==> src/hw/rtl/mwh_pkg.sv <==
// mwh_pkg: constants, command/status types and helper functions for the
// word-serial murmur 64-bit hash block. No dependencies.

package mwh_pkg;

    localparam logic [31:0] MUL_HI     = 32'hc6a4a793;
    localparam logic [31:0] MUL_LO     = 32'h5bd1e995;
    localparam int          FOLD_SHIFT = 47;
    localparam logic [63:0] SEED_RESET = 64'h00000000c70f6907;

    typedef logic [3:0] dp_op_t;

    localparam dp_op_t OP_NONE           = 4'd0;
    localparam dp_op_t OP_LOAD_LEN       = 4'd1;
    localparam dp_op_t OP_MUL_LL         = 4'd2;
    localparam dp_op_t OP_MUL_LH         = 4'd3;
    localparam dp_op_t OP_MUL_HL         = 4'd4;
    localparam dp_op_t OP_HASH_START     = 4'd5;
    localparam dp_op_t OP_LOAD_WORD      = 4'd6;
    localparam dp_op_t OP_LOAD_FOLD_ACC  = 4'd7;
    localparam dp_op_t OP_XOR_ACC        = 4'd8;
    localparam dp_op_t OP_XOR_TAIL       = 4'd9;
    localparam dp_op_t OP_HASH_FROM_ACC  = 4'd10;
    localparam dp_op_t OP_LOAD_FOLD_HASH = 4'd11;
    localparam dp_op_t OP_OUT            = 4'd12;

    typedef struct packed {
        logic   capture;
        dp_op_t op;
    } dp_cmd_t;

    typedef struct packed {
        logic first;
        logic last;
        logic count_full;
        logic count_nz;
        logic out_busy;
    } dp_status_t;

    // v ^ (v >> 47)
    function automatic logic [63:0] fold64(input logic [63:0] v);
        fold64 = v ^ (v >> FOLD_SHIFT);
    endfunction

    // keeps the low n bytes of a tail word
    function automatic logic [63:0] tail_mask(input logic [2:0] n);
        case (n)
            3'd1:    tail_mask = 64'h00000000000000ff;
            3'd2:    tail_mask = 64'h000000000000ffff;
            3'd3:    tail_mask = 64'h0000000000ffffff;
            3'd4:    tail_mask = 64'h00000000ffffffff;
            3'd5:    tail_mask = 64'h000000ffffffffff;
            3'd6:    tail_mask = 64'h0000ffffffffffff;
            3'd7:    tail_mask = 64'h00ffffffffffffff;
            default: tail_mask = 64'h0000000000000000;
        endcase
    endfunction

endpackage

==> src/hw/rtl/mwh_datapath.sv <==
// mwh_datapath: input capture, seed, running hash, shared 32x32 multiplier
// and output register. Depends on mwh_pkg; driven by mwh_ctrl commands.

module mwh_datapath import mwh_pkg::*; (
    input  logic        aclk,
    input  logic        aresetn,
    input  logic        cfg_wr_en,
    input  logic [63:0] cfg_wr_data,
    input  logic [63:0] s_data_word,
    input  logic [3:0]  s_byte_count,
    input  logic        s_first_word,
    input  logic        s_last_word,
    input  logic [31:0] s_message_length,
    input  dp_cmd_t     cmd,
    output dp_status_t  status,
    output logic        m_valid,
    input  logic        m_ready,
    output logic [63:0] m_hash_value
);

    logic [63:0] seed_reg;
    logic [63:0] word_reg;
    logic [3:0]  count_reg;
    logic        first_reg;
    logic        last_reg;
    logic [31:0] length_reg;
    logic [63:0] hash_reg,  hash_next;
    logic [63:0] opa_reg,   opa_next;
    logic [63:0] acc_reg,   acc_next;
    logic        m_valid_reg, m_valid_next;
    logic [63:0] m_hash_reg,  m_hash_next;

    logic [31:0] mul_a;
    logic [31:0] mul_b;
    logic [63:0] mul_p;

    // one 32x32 product per cycle, three passes give a 64-bit product mod 2^64
    always_comb begin
        case (cmd.op)
            OP_MUL_LH: begin
                mul_a = opa_reg[31:0];
                mul_b = MUL_HI;
            end
            OP_MUL_HL: begin
                mul_a = opa_reg[63:32];
                mul_b = MUL_LO;
            end
            default: begin
                mul_a = opa_reg[31:0];
                mul_b = MUL_LO;
            end
        endcase
        mul_p = {32'd0, mul_a} * {32'd0, mul_b};
    end

    always_comb begin
        hash_next    = hash_reg;
        opa_next     = opa_reg;
        acc_next     = acc_reg;
        m_valid_next = m_valid_reg & ~m_ready;
        m_hash_next  = m_hash_reg;
        case (cmd.op)
            OP_LOAD_LEN:       opa_next  = {32'd0, length_reg};
            OP_MUL_LL:         acc_next  = mul_p;
            OP_MUL_LH,
            OP_MUL_HL:         acc_next  = acc_reg + {mul_p[31:0], 32'd0};
            OP_HASH_START:     hash_next = seed_reg ^ acc_reg;
            OP_LOAD_WORD:      opa_next  = word_reg;
            OP_LOAD_FOLD_ACC:  opa_next  = fold64(acc_reg);
            OP_XOR_ACC:        opa_next  = hash_reg ^ acc_reg;
            OP_XOR_TAIL:       opa_next  = hash_reg ^ (word_reg & tail_mask(count_reg[2:0]));
            OP_HASH_FROM_ACC:  hash_next = acc_reg;
            OP_LOAD_FOLD_HASH: opa_next  = fold64(hash_reg);
            OP_OUT: begin
                m_valid_next = 1'b1;
                m_hash_next  = fold64(acc_reg);
            end
            default: ;
        endcase
    end

    always_ff @(posedge aclk) begin
        if (!aresetn) begin
            seed_reg    <= SEED_RESET;
            m_valid_reg <= 1'b0;
        end else begin
            if (cfg_wr_en) begin
                seed_reg <= cfg_wr_data;
            end
            m_valid_reg <= m_valid_next;
        end
    end

    always_ff @(posedge aclk) begin
        if (cmd.capture) begin
            word_reg   <= s_data_word;
            count_reg  <= s_byte_count;
            first_reg  <= s_first_word;
            last_reg   <= s_last_word;
            length_reg <= s_message_length;
        end
        hash_reg   <= hash_next;
        opa_reg    <= opa_next;
        acc_reg    <= acc_next;
        m_hash_reg <= m_hash_next;
    end

    // counts above eight saturate to a full word
    assign status.first      = first_reg;
    assign status.last       = last_reg;
    assign status.count_full = count_reg[3];
    assign status.count_nz   = (count_reg != 4'd0);
    assign status.out_busy   = m_valid_reg & ~m_ready;

    assign m_valid      = m_valid_reg;
    assign m_hash_value = m_hash_reg;

endmodule

==> src/hw/rtl/mwh_ctrl.sv <==
// mwh_ctrl: sequencer for the murmur hash datapath, including the
// three-pass multiply loop. Depends on mwh_pkg.

module mwh_ctrl import mwh_pkg::*; (
    input  logic       aclk,
    input  logic       aresetn,
    input  logic       s_valid,
    output logic       s_ready,
    input  dp_status_t status,
    output dp_cmd_t    cmd
);

    localparam logic [3:0] ST_IDLE    = 4'd0;
    localparam logic [3:0] ST_DECIDE  = 4'd1;
    localparam logic [3:0] ST_MUL     = 4'd2;
    localparam logic [3:0] ST_START   = 4'd3;
    localparam logic [3:0] ST_BODY    = 4'd4;
    localparam logic [3:0] ST_WFOLD   = 4'd5;
    localparam logic [3:0] ST_WXOR    = 4'd6;
    localparam logic [3:0] ST_BACK    = 4'd7;
    localparam logic [3:0] ST_CHKLAST = 4'd8;
    localparam logic [3:0] ST_FIN     = 4'd9;

    logic [3:0] state_reg,  state_next;
    logic [3:0] ret_reg,    ret_next;
    logic [1:0] step_reg,   step_next;
    logic       in_msg_reg, in_msg_next;

    always_comb begin
        state_next  = state_reg;
        ret_next    = ret_reg;
        step_next   = step_reg;
        in_msg_next = in_msg_reg;
        cmd.capture = 1'b0;
        cmd.op      = OP_NONE;
        s_ready     = 1'b0;
        case (state_reg)
            ST_IDLE: begin
                s_ready = 1'b1;
                if (s_valid) begin
                    cmd.capture = 1'b1;
                    state_next  = ST_DECIDE;
                end
            end
            ST_DECIDE: begin
                if (status.first) begin
                    cmd.op     = OP_LOAD_LEN;
                    ret_next   = ST_START;
                    state_next = ST_MUL;
                end else if (!in_msg_reg) begin
                    state_next = ST_IDLE;
                end else begin
                    state_next = ST_BODY;
                end
            end
            ST_MUL: begin
                case (step_reg)
                    2'd0:    cmd.op = OP_MUL_LL;
                    2'd1:    cmd.op = OP_MUL_LH;
                    default: cmd.op = OP_MUL_HL;
                endcase
                if (step_reg == 2'd2) begin
                    step_next  = 2'd0;
                    state_next = ret_reg;
                end else begin
                    step_next = step_reg + 2'd1;
                end
            end
            ST_START: begin
                cmd.op      = OP_HASH_START;
                in_msg_next = 1'b1;
                state_next  = ST_BODY;
            end
            ST_BODY: begin
                if (status.count_full) begin
                    cmd.op     = OP_LOAD_WORD;
                    ret_next   = ST_WFOLD;
                    state_next = ST_MUL;
                end else if (status.count_nz) begin
                    cmd.op     = OP_XOR_TAIL;
                    ret_next   = ST_BACK;
                    state_next = ST_MUL;
                end else begin
                    state_next = ST_CHKLAST;
                end
            end
            ST_WFOLD: begin
                cmd.op     = OP_LOAD_FOLD_ACC;
                ret_next   = ST_WXOR;
                state_next = ST_MUL;
            end
            ST_WXOR: begin
                cmd.op     = OP_XOR_ACC;
                ret_next   = ST_BACK;
                state_next = ST_MUL;
            end
            ST_BACK: begin
                cmd.op     = OP_HASH_FROM_ACC;
                state_next = ST_CHKLAST;
            end
            ST_CHKLAST: begin
                if (status.last) begin
                    cmd.op      = OP_LOAD_FOLD_HASH;
                    in_msg_next = 1'b0;
                    ret_next    = ST_FIN;
                    state_next  = ST_MUL;
                end else begin
                    state_next = ST_IDLE;
                end
            end
            ST_FIN: begin
                if (!status.out_busy) begin
                    cmd.op     = OP_OUT;
                    state_next = ST_IDLE;
                end
            end
            default: state_next = ST_IDLE;
        endcase
    end

    always_ff @(posedge aclk) begin
        if (!aresetn) begin
            state_reg  <= ST_IDLE;
            ret_reg    <= ST_IDLE;
            step_reg   <= 2'd0;
            in_msg_reg <= 1'b0;
        end else begin
            state_reg  <= state_next;
            ret_reg    <= ret_next;
            step_reg   <= step_next;
            in_msg_reg <= in_msg_next;
        end
    end

endmodule

==> src/hw/rtl/murmur64_word_hash.sv <==
// murmur64_word_hash: top level of the word-serial 64-bit murmur hash.
// Depends on mwh_pkg, mwh_ctrl and mwh_datapath.

// Hashes a message delivered as little-endian 64-bit words, one word per
// transfer on the s_ channel; the first word of a message carries the total
// byte length and the last word triggers the final mix and one hash transfer
// on the m_ channel. Words are processed one at a time: s_ready stays low from
// a word's transfer until the block is through with that word. The work per
// word is set by the single 32x32 multiplier, which forms each 64-bit product
// (mod 2^64) in three passes; a full word needs three such products in a
// chain, a tail word one, and the first and the last word one more each. A
// finished hash sits in the output register while the next message is taken
// in; only the final output step waits if that register is still occupied.
// The seed is written through cfg_wr_en and cfg_wr_data and applies from the
// next first word on.

module murmur64_word_hash import mwh_pkg::*; (
    input  logic        aclk,
    input  logic        aresetn,
    // seed register write
    input  logic        cfg_wr_en,
    input  logic [63:0] cfg_wr_data,
    // word input
    input  logic        s_valid,
    output logic        s_ready,
    input  logic [63:0] s_data_word,
    input  logic [3:0]  s_byte_count,
    input  logic        s_first_word,
    input  logic        s_last_word,
    input  logic [31:0] s_message_length,
    // hash output
    output logic        m_valid,
    input  logic        m_ready,
    output logic [63:0] m_hash_value
);

    dp_cmd_t    cmd;
    dp_status_t status;

    // sequencer: accepts a word, walks the multiply chain, issues the result
    mwh_ctrl u_ctrl (
        .aclk    (aclk),
        .aresetn (aresetn),
        .s_valid (s_valid),
        .s_ready (s_ready),
        .status  (status),
        .cmd     (cmd)
    );

    // datapath: captured word, running hash, multiplier and output register
    mwh_datapath u_dp (
        .aclk             (aclk),
        .aresetn          (aresetn),
        .cfg_wr_en        (cfg_wr_en),
        .cfg_wr_data      (cfg_wr_data),
        .s_data_word      (s_data_word),
        .s_byte_count     (s_byte_count),
        .s_first_word     (s_first_word),
        .s_last_word      (s_last_word),
        .s_message_length (s_message_length),
        .cmd              (cmd),
        .status           (status),
        .m_valid          (m_valid),
        .m_ready          (m_ready),
        .m_hash_value     (m_hash_value)
    );

endmodule

==> config.mk <==
export PLATFORM = sky130hd
export DESIGN_NAME = murmur64_word_hash
export DESIGN_NICKNAME = d
export VERILOG_FILES = /design/src/hw/rtl/mwh_pkg.sv /design/src/hw/rtl/mwh_datapath.sv /design/src/hw/rtl/mwh_ctrl.sv /design/src/hw/rtl/murmur64_word_hash.sv
export SDC_FILE = /design/constraint.sdc
export NUM_CORES = 2
export LEC_CHECK = 0
export ABC_AREA = 1
export BUFFER_PORTS_ARGS = -buffer_cell sky130_fd_sc_hd__buf_2
export CAP_MARGIN = 5
export CORE_MARGIN = 5
export CORE_UTILIZATION = 59
export CTS_BUF_LIST = sky130_fd_sc_hd__clkbuf_4
export CTS_CLUSTER_DIAMETER = 100
export DETAILED_ROUTE_END_ITERATION = 10
export MAX_ROUTING_LAYER = met4
export PLACE_DENSITY = 0.77
export REMOVE_ABC_BUFFERS = 1
export SYNTH_ARGS = -nofsm -noshare
export SYNTH_HDL_FRONTEND = slang
export SYNTH_HIERARCHICAL = 1
export SYNTH_SLANG_ARGS = --single-unit
==> constraint.sdc <==
create_clock -name aclk -period 9.8 [get_ports aclk]
set_clock_uncertainty 0.15 [all_clocks]
set_input_delay 0.49 -clock aclk [delete_from_list [all_inputs] [get_ports aclk]]
set_output_delay 0.49 -clock aclk [all_outputs]
set_load 0.005 [all_outputs]
==> impl_results.md <==
- Number of placed I/O pins: roughly 240
- Top_reg_cell synth: edfxtp_1
- Core footprint: a little under 80000 um2
- Crit Path Class: reg -> reg
- Hold_sp: cfg_wr_en
- Reg-to-reg startpoint: u_dp/count_reg[1]$_DFFE_PP_
- Number of port buffers: roughly 240
- Reg2reg path depth: 53
- Most numerous cell on the critical path: inv_1
- Final period util: 99.7%
- Critical path peak fanout: 5
- Slowest CP cell: fa_2
- Worst hold slack: between 0.05 and 0.06 ns
- All-Layer GR Usage: around 42%
- CTS Sinks: between 400 and 500
- Ys Warns: 6
- Slew @ Worst Pin: between 1 and 1.5 ns
- TritonCTS Buffers: 110
- Register area share after synthesis: about a quarter
- Chip height: roughly 290 um
- Area grow syn2layout: 24.5%
- Arr. time, crit path: between 10 and 15 ns
- Clock latency on the worst-skew pair: 0.96 ns
- Largest net degree at the start of global routing: 89
- Final hold viol count: 0
- Root Buffer: clkbuf_4
- Routed WL: between 150 and 200 mm
- Startpoint types: flip-flop
- CP Capture Type: flip-flop
- Hold depth: 4
- Met2 Use GR: about two thirds
- Wire per inst: 24.3 um
- Fin nets: 7318
- Hold endpoint: u_dp/seed_reg[16]$_SDFFE_PN1P_
- Fmax: 0.102 GHz
- Async SR Flop Fraction: 0%
- Maximum buffer depth of the clock tree: 3
- Slew HR: between 10% and 20%
- Met3 usage: 8.21%
- Post-synth cell types: 57
- Slew Viols, Final: 0
- H-tree levels: 3
- Layout cell share with drive strength beyond 1: between 20% and 30%
- First-pass GRT wire length: 261 mm
- Final setup vio count: 0
- Cell count after synthesis: 5124
- FP Rows: 103
- Initial Util: approximately three fifths
- Met1 Track Usage GR: 52.3%
- Die Area: approximately 85000 um2
- Post-synth EDFFs: approximately 360
- Reg clk slew, reported paths: ~0.080 ns
- Final worst path period need: about 9.8 ns
- Via Count: about 41k
- Cell Area, Synth: between 40000 and 50000 um2
- DR vias/cell: roughly 5.7
- Worst reg2reg path endpoint: u_dp/acc_reg[63]$_DFFE_PP_
- Most Crowded Layer GR: met2
- Final Core Density: approximately three quarters
- Worst Hold Class: in -> reg
- Total Negative Setup Slacks: 0 ns
- Outcome: complete, no violations
- Vias in the first global route: 43.0k
- Synth Area per Inst: just over 9 um2
- Critical Path Max Stage Delay: roughly 0.62 ns
- Total gr overflow: 0
- Die Width: between 200 and 300 um
- DRC: 0
- Initial antenna violation count: 8
- Post-route antenna net violation count: 0
- #FFs+latches synth: 434
- Starting DRT DRC Count: about 4.7k
- CTS tree: built
- Unrepaired setup endpoints after global routing: yes
- Worst path required time: about 10 ns
- Final-layout fill cell count: 5744
- DP Wirelength: between 100 and 150 mm
- Initial DRT Pass Iterations: 7
- MaxCap Viol Count: 0
- GPL Wtd Cong: around 1.0
- R2R setup slack: 0.03 ns
-- final cells by class --
type,count,area [um2],share of cell area [%]
Multi-Input combinational cell,3441,31100,53.6
Tap cell,1050,1310,2.27
Timing Repair inverter,2,20.0,0.0345
Sequential cell,434,12300,21.2
Clock buffer,179,1340,2.32
Clock inverter,25,170,0.293
Timing Repair Buffer,990,7500,12.9
Antenna cell,9,22.5,0.0388
Inverter,1125,4260,7.34
-- kinds of logic after synthesis --
kind of cell,Yosys count,synth area share (%)
other cells,2,0.0161
xor+xnor,160,3.01
buf+inv,1252,10.3
flops,434,26.4
simple gates,1561,14.1
fa+ha+maj,1043,37.8
compound gates,672,8.44
-- cells in the final DEF, fill, tap and decap left out, types with 20 or more instances in the layout --
cell and n:
buf_2 236, xor2_1 83, nand3_1 134, a21oi_2 28, o21ai_0 245, or2_2 28
buf_4 557, nor3_1 21, nor2_4 43, nand2_1 744, nand4_1 24, dlygate4sd3_1 176
a221oi_1 20, xnor2_1 59, inv_1 1044, inv_2 71, o21ai_2 23, fa_1 590
clkbuf_4 179, edfxtp_1 358, a21oi_1 159, nor2_2 57, nand2_2 37, o21ai_1 32
nor2_1 411, dfxtp_1 75, ha_1 401, ha_4 32
-- how the worst max path moves through the flow --
stage,slack [ns],cells past startpoint,from,to
after floorplan,-2.68,42,u_dp/count_reg[2]$_DFFE_PP_,u_dp/acc_reg[63]$_DFFE_PP_
after global placement,-0.48,43,u_dp/count_reg[1]$_DFFE_PP_,u_dp/acc_reg[54]$_DFFE_PP_
after detailed placement,-0.44,43,u_dp/count_reg[1]$_DFFE_PP_,u_dp/acc_reg[54]$_DFFE_PP_
after CTS,-0.02,43,u_dp/count_reg[1]$_DFFE_PP_,u_dp/acc_reg[54]$_DFFE_PP_
after global routing,-0.43,57,u_dp/count_reg[1]$_DFFE_PP_,u_dp/acc_reg[63]$_DFFE_PP_
final,0.03,53,u_dp/count_reg[1]$_DFFE_PP_,u_dp/acc_reg[63]$_DFFE_PP_
-- cells in the mapped netlist (all sizes together) (20+ instances only) --
| library cell | count | area [um2] |
|---|---|---|
| nor3 | 28 | 140 |
| edfxtp | 358 | 10800 |
| xor2 | 101 | 885 |
| nor2 | 515 | 2180 |
| a221oi | 20 | 175 |
| fa | 607 | 12200 |
| xnor2 | 59 | 517 |
| dfxtp | 76 | 1520 |
| nand4 | 24 | 150 |
| nand2 | 792 | 2980 |
| buf | 39 | 228 |
| inv | 1124 | 4240 |
| clkbuf | 88 | 330 |
| o21ai | 318 | 1730 |
| ha | 436 | 5460 |
| a21oi | 200 | 1010 |
| or2 | 42 | 263 |
| nand3 | 146 | 746 |
-- critical path, delay by kind of cell, from the launching register on --
family | cells | cell delay (ns)
and+or+nand+nor | 18 | 1.77
buffers and inverters | 18 | 1.72
DFF | 1 | 0.40
xor gates and xnor gates | 1 | 0.23
AOI/OAI and AO/OA | 6 | 0.71
adders and majority gates | 10 | 4.48
-- through the flow --
step,cells,instance area (um2),worst slack (ns)
after floorplan,5000,46000,-2.68
after global routing,7254,58000,-0.428
after CTS,7206,56400,-0.0161
after global placement,6820,52700,-0.478
after detailed placement,6820,52700,-0.436
final,7255,58000,0.0338
-- per-layer routing --
metal,vias to the layer above,share of wire [%]
li1,18144,-
met1,19790,37
met2,2705,47
met3,621,10
met4,0,6.5
met5,-,0
-- timing repair --
action | CTS | global route
resized for setup | 78 | 282
endpoints found under the hold margin | 183 | 0
setup endpoints to repair | 18 | 32
hold buffers | 176 | 0
gates cloned | 0 | 3
setup buffers | 6 | 37
pin swaps | 17 | 56
Power is not shown: default switching activity piles up to over one toggle a cycle in this logic, so the estimate is an artifact.
